File: src/rtl/pps_pkg.sv
// pps_pkg: shared types and constants for the prime sieve block
// no dependencies
package pps_pkg;

  // controller states, one-hot
  typedef enum logic [5:0] {
    S_IDLE  = 6'b000001,
    S_LOAD  = 6'b000010,
    S_READ  = 6'b000100,
    S_DIV   = 6'b001000,
    S_CHECK = 6'b010000,
    S_OUT   = 6'b100000
  } state_t;

  // controller to datapath commands
  typedef struct packed {
    logic take_item;    // latch candidate and start the filter scan
    logic rd_filter;    // read next filter from store
    logic div_start;    // load divider with current filter
    logic div_step;     // one remainder bit
    logic next_filter;  // advance filter index
    logic mark_comp;    // record that the candidate is composite
    logic finish;       // form result and update the store
  } cmd_t;

  // datapath to controller status
  typedef struct packed {
    logic in_range;     // candidate in 2..limit
    logic scan_done;    // no filters left to test
    logic div_done;     // remainder complete
    logic divides;      // remainder zero, filter usable
  } stat_t;

endpackage

File: src/rtl/pps_ctrl.sv
// pps_ctrl: sequencing state machine for the prime sieve
// depends on pps_pkg
module pps_ctrl (
  input  logic           clk,
  input  logic           rst,
  input  logic           in_valid,
  output logic           in_ready,
  output logic           out_valid,
  input  logic           out_ready,
  input  pps_pkg::stat_t stat,
  output pps_pkg::cmd_t  cmd
);
  import pps_pkg::*;

  state_t state, state_next;
  logic   out_full, out_full_next;

  // next state and commands
  always_comb begin
    state_next = state;
    cmd        = '0;
    case (state)
      S_IDLE: begin
        if (in_valid) begin
          cmd.take_item = 1'b1;
          state_next    = S_LOAD;
        end
      end
      S_LOAD: begin
        if (!stat.in_range || stat.scan_done) begin
          state_next = S_CHECK;
        end else begin
          cmd.rd_filter = 1'b1;
          state_next    = S_READ;
        end
      end
      S_READ: begin
        cmd.div_start = 1'b1;
        state_next    = S_DIV;
      end
      S_DIV: begin
        if (stat.div_done) begin
          cmd.next_filter = 1'b1;
          if (stat.divides) begin
            cmd.mark_comp = 1'b1;
            state_next    = S_CHECK;
          end else begin
            state_next = S_LOAD;
          end
        end else begin
          cmd.div_step = 1'b1;
        end
      end
      S_CHECK: begin
        if (!out_full || out_ready) begin
          cmd.finish = 1'b1;
          state_next = S_IDLE;
        end
      end
      default: state_next = S_IDLE;
    endcase
  end

  // output register occupancy
  always_comb begin
    out_full_next = out_full;
    if (out_full && out_ready) out_full_next = 1'b0;
    if (cmd.finish)            out_full_next = 1'b1;
  end

  always_ff @(posedge clk) begin
    if (rst) begin
      state    <= S_IDLE;
      out_full <= 1'b0;
    end else begin
      state    <= state_next;
      out_full <= out_full_next;
    end
  end

  assign in_ready  = (state == S_IDLE);
  assign out_valid = out_full;
endmodule

File: config.mk
export PLATFORM = sky130hd
export DESIGN_NAME = pps_ctrl
export DESIGN_NICKNAME = d
export VERILOG_FILES = /design/src/rtl/pps_pkg.sv /design/src/rtl/pps_ctrl.sv
export SDC_FILE = /design/constraint.sdc
export NUM_CORES = 1
export LEC_CHECK = 0
export ABC_AREA = 1
export BUFFER_PORTS_ARGS = -buffer_cell sky130_fd_sc_hd__buf_2
export CAP_MARGIN = 20
export CELL_PAD_IN_SITES_DETAIL_PLACEMENT = 0
export CELL_PAD_IN_SITES_GLOBAL_PLACEMENT = 2
export CORE_AREA = 2 2 42 59
export DETAILED_ROUTE_END_ITERATION = 8
export DIE_AREA = 0 0 44 61
export GPL_ROUTABILITY_DRIVEN = 0
export HOLD_SLACK_MARGIN = 0.05
export PLACE_DENSITY_LB_ADDON = 0.05
export SLEW_MARGIN = 20
export SYNTH_ARGS = -nofsm -noshare
export SYNTH_HDL_FRONTEND = slang
export SYNTH_SLANG_ARGS = --single-unit
File: constraint.sdc
create_clock -name clk -period 1.15 [get_ports clk]
set_clock_uncertainty 0.1 [all_clocks]
set_input_delay 0.2875 -clock clk [delete_from_list [all_inputs] [get_ports clk]]
set_output_delay 0.2875 -clock clk [all_outputs]
set_load 0.01 [all_outputs]
==> metrics.csv <==
stage,metric,value,unit
flow_run,max-capacitance violation count,0,
logic_synthesis,"FF+latch count, synth",6,
setup_path,cells along the critical path,buf_4 > nor2_4 > nand3_4 > nor2_4 > buf_6,
setup_path,type of destination of the critical path,output pin,
clock_tree,hold_buf cts,0,
detailed_routing,number of nets with antenna violations after routing,0,
hold_path,HP Start,rst,
detailed_routing,top layer in use,met4,
logic_synthesis,number of warnings printed during yosys synthesis,0,
die,die boundary width,44,um
place,post-place instance area,598,um2
status,outcome,"finished, violations left",
pwr,net load switching power,295,uW
sta,Setup Viol. Count Final,13,
detailed_routing,detailed-routing wirelength on met1,544,um
logic_synthesis,Post-Syn Nets,68,
clock_tree,number of buffers on the longest clock path,2,
logic_synthesis,Cell variety after synth,17,
detailed_routing,"wirelength, routed",1.31,mm
hold_path,path category of the worst min-delay check,in -> reg,
setup_path,library cell appearing most often on the critical path,nor2_4,
clock_tree,CTS H-tree lvls,1,
clock_tree,Skew-Pair Late Insertion Delay,0.25,ns
setup_path,dominant delay contributor by cell family on the critical path,flip-flops,
clock_tree,CTS clock-pin slew for the worst setup and hold paths,0.05,ns
global_route,wire length of the first global-routing pass,2.13,mm
die,overall die height,61,um
sta,min setup slack post-route,-0.389,ns
detailed_routing,met2 wire len,679,um
finish,Layout Cell Area excl Fill,795,um2
setup_path,worst setup path class,reg -> out,
setup_path,register-to-register setup slack,-0.24,ns
detailed_routing,number of vias per cell after detailed routing,4.18,
detailed_routing,DRT iter0 DRCs,2,
pwr,switching fraction of total power,0.349,
global_route,leftover overflow at the end of global routing,0,
die,initial standard-cell utilization of the core,0.183,
finish,Final Core Density,0.369,
detailed_routing,post-detailed-route wirelength per cell,11.3,um
pwr,P per Cell Area,1060,nW/um2
setup_path,critical path launch point type,register,
finish,fill cell total of the finished layout,237,
global_route,number of global-route vias before repair,474,
logic_synthesis,commonest register cell after synthesis,dfxtp_1,
setup_path,worst flop-to-flop path endpoint,state[0]$_SDFFE_PP1P_,
logic_synthesis,most common library cells after synthesis,"inv_1, nor2_1, nand2_1",
sta,Tmin final,1.54,ns
global_route,pin count of the biggest net entering global routing,8,
logic_synthesis,library cell occupying the most area in the post-synthesis netlist,dfxtp_1,
finish,fraction of layout cells with a size suffix above 1,0.734,
finish,post-synthesis to final-layout area growth,102,%
setup_path,startpoint of the lowest-slack register-to-register path,state[1]$_SDFFE_PP0P_,
pwr,Internal,551,uW
status,violated checks,setup timing,
logic_synthesis,"FFs w/ async S/R, synth",0,
place,count of port buffers added during placement,16,
global_route,initial antenna violation count,0,
setup_path,standard cell with the maximum stage delay on the critical path,dfxtp_4,
clock_tree,Root Driver,clkbuf_4,
pwr,worst vdd ir,0.000352,V
sta,timing-limited maximum frequency,0.650,GHz
hold_path,hold-critical path endpoint,out_valid$_SDFFE_PP0P_,
setup_path,CP Data Required Time,0.76,ns
logic_synthesis,portion of the post-synthesis area used by sequential elements,0.306,
die,Die Footprint,2680,um2
setup_path,data arrival time of the critical path,1.15,ns
detailed_routing,number of DRC violations after detailed routing,0,
pwr,power share of the sequential group,0.303,
sta,Final Hold Fails,0,
logic_synthesis,number of instances in the synthesized netlist,60,
sta,actual transition at the worst max-transition pin,0.199,ns
clock_tree,clock tree from TritonCTS,done,
clock_tree,clk sinks,6,
setup_path,number of buffer and inverter stages on the critical path,2,
logic_synthesis,Area contributors post-synth,"dfxtp_1, inv_1, nor2_1, nand2_1, nand4_1",
die,number of I/O pins,17,
setup_path,highest fanout seen on the critical path,3,
clock_tree,cts bufs inserted,3,
logic_synthesis,count of flip-flops with a built-in enable after synthesis,0,
die,Rows,20,
pwr,Clock Power Share,0.242,
sta,final worst path period share,1.34,
pwr,Lkg Pwr,0.000391,uW
die,Core Region,2150,um2
global_route,GR Util All Layers,0.110,
sta,RSZ-0062 raised after global routing,yes,
logic_synthesis,cell area after technology mapping,393,um2
sta,Rel. slew slack,0.867,
setup_path,number of cells on the worst reg-to-reg path,9,
pwr,share of power burned in combinational logic,0.455,
hold_path,hold depth,2,
logic_synthesis,proportion of netlist area held by the largest area contributor,0.306,
finish,nets,104,
sta,WHS,0.185,ns
detailed_routing,sum of met3 wire segment lengths after detailed routing,62,um
finish,number of antenna cells inserted,0,
detailed_routing,detailed-router iteration count before antenna repair,4,
sta,max-slew violation count,0,
setup_path,max incr delay on CP,0.35,ns
logic_synthesis,mean post-synth cell area,6.55,um2
logic_synthesis,library cell with the highest instance count after synthesis,inv_1,
place,DPL Wire Length,984,um
detailed_routing,detailed-route via count,485,
[layer usage]
metal  GRT usage  vias up
met5           0        -
met4      0.0649        0
met3      0.0238        2
met2       0.197       17
met1       0.117      211
li1            -      255
[stage by stage]
stage	instances	setup TNS, ns	worst slack (ns)	total power, uW
4_1_cts	115	-3.69	-0.387	780
6_report	116	-3.66	-0.389	846
3_3_place_gp	104	-1.58	-0.175	514
5_1_grt	116	-4.53	-0.450	898
2_1_floorplan	60	-0.118	-0.0369	403
3_5_place_dp	104	-1.41	-0.165	511
[placed cells by master (no fill, tap or decap), drive strengths merged]
cell / n
o21ai: 1
or2: 1
nand3b: 1
nor3: 1
nand4: 5
a21oi: 3
clkbuf: 3
buf: 33
nor2: 15
nand2: 8
inv: 13
dfxtp: 6
nand3: 4
[cell type report]
class                   count  area [um2]  area share
clock buffers               3        22.5      0.0283
inverters                  13        48.8      0.0614
multi-input cells          39         304       0.383
flip-flops and latches      6         134       0.169
well taps                  22        27.5      0.0346
repair buffers             33         258       0.324
[worst max-delay path by stage]
| stage | startpoint | to | slack (ns) | depth (start not counted) |
|---|---|---|---|---|
| 2_1_floorplan | out_valid$_SDFFE_PP0P_ | cmd[0] | -0.04 | 5 |
| 3_3_place_gp | state[4]$_SDFFE_PP0P_ | state[0]$_SDFFE_PP1P_ | -0.17 | 7 |
| 3_5_place_dp | state[3]$_SDFFE_PP0P_ | cmd[1] | -0.17 | 5 |
| 4_1_cts | state[2]$_SDFFE_PP0P_ | cmd[6] | -0.39 | 4 |
| 5_1_grt | state[1]$_SDFFE_PP0P_ | cmd[3] | -0.45 | 4 |
| 6_report | state[1]$_SDFFE_PP0P_ | cmd[6] | -0.39 | 5 |
[timing repair]
action,4_1_cts,5_1_grt
pin swaps,12,8
setup buffers,10,3
gates resized for setup,13,16
gates cloned,0,0
endpoints found under the setup margin,12,14
hold endpoints to repair,0,0
[power groups by stage]
stage | registers [uW] | clock network (uW) | logic, uW
after CTS | 255 | 216 | 309
after global routing | 258 | 219 | 421
after detailed placement | 256 | 0 | 254
after global placement | 256 | 0 | 258
after floorplan | 253 | 0 | 151
final | 256 | 205 | 385
[registers in the layout, indices dropped and copies added, names as in the netlist]
signal,cells
state,5
out_valid,1
[cell families after synthesis]
family | share of synthesized area
simple gates | 0.471
buf+inv | 0.162
flops | 0.306
compound gates | 0.0605
[worst register-to-register path, stage by stage (launching register included)]
cell      delay (ns)
dfxtp_4         0.35
buf_4           0.14
nor2_4          0.11
nand3_4         0.11
buf_6           0.13
buf_4           0.13
nand2_2         0.06
nor2_2          0.04
nand2_1         0.05
nand3b_1        0.07
Note: power is estimated with default switching activity, not from simulation.
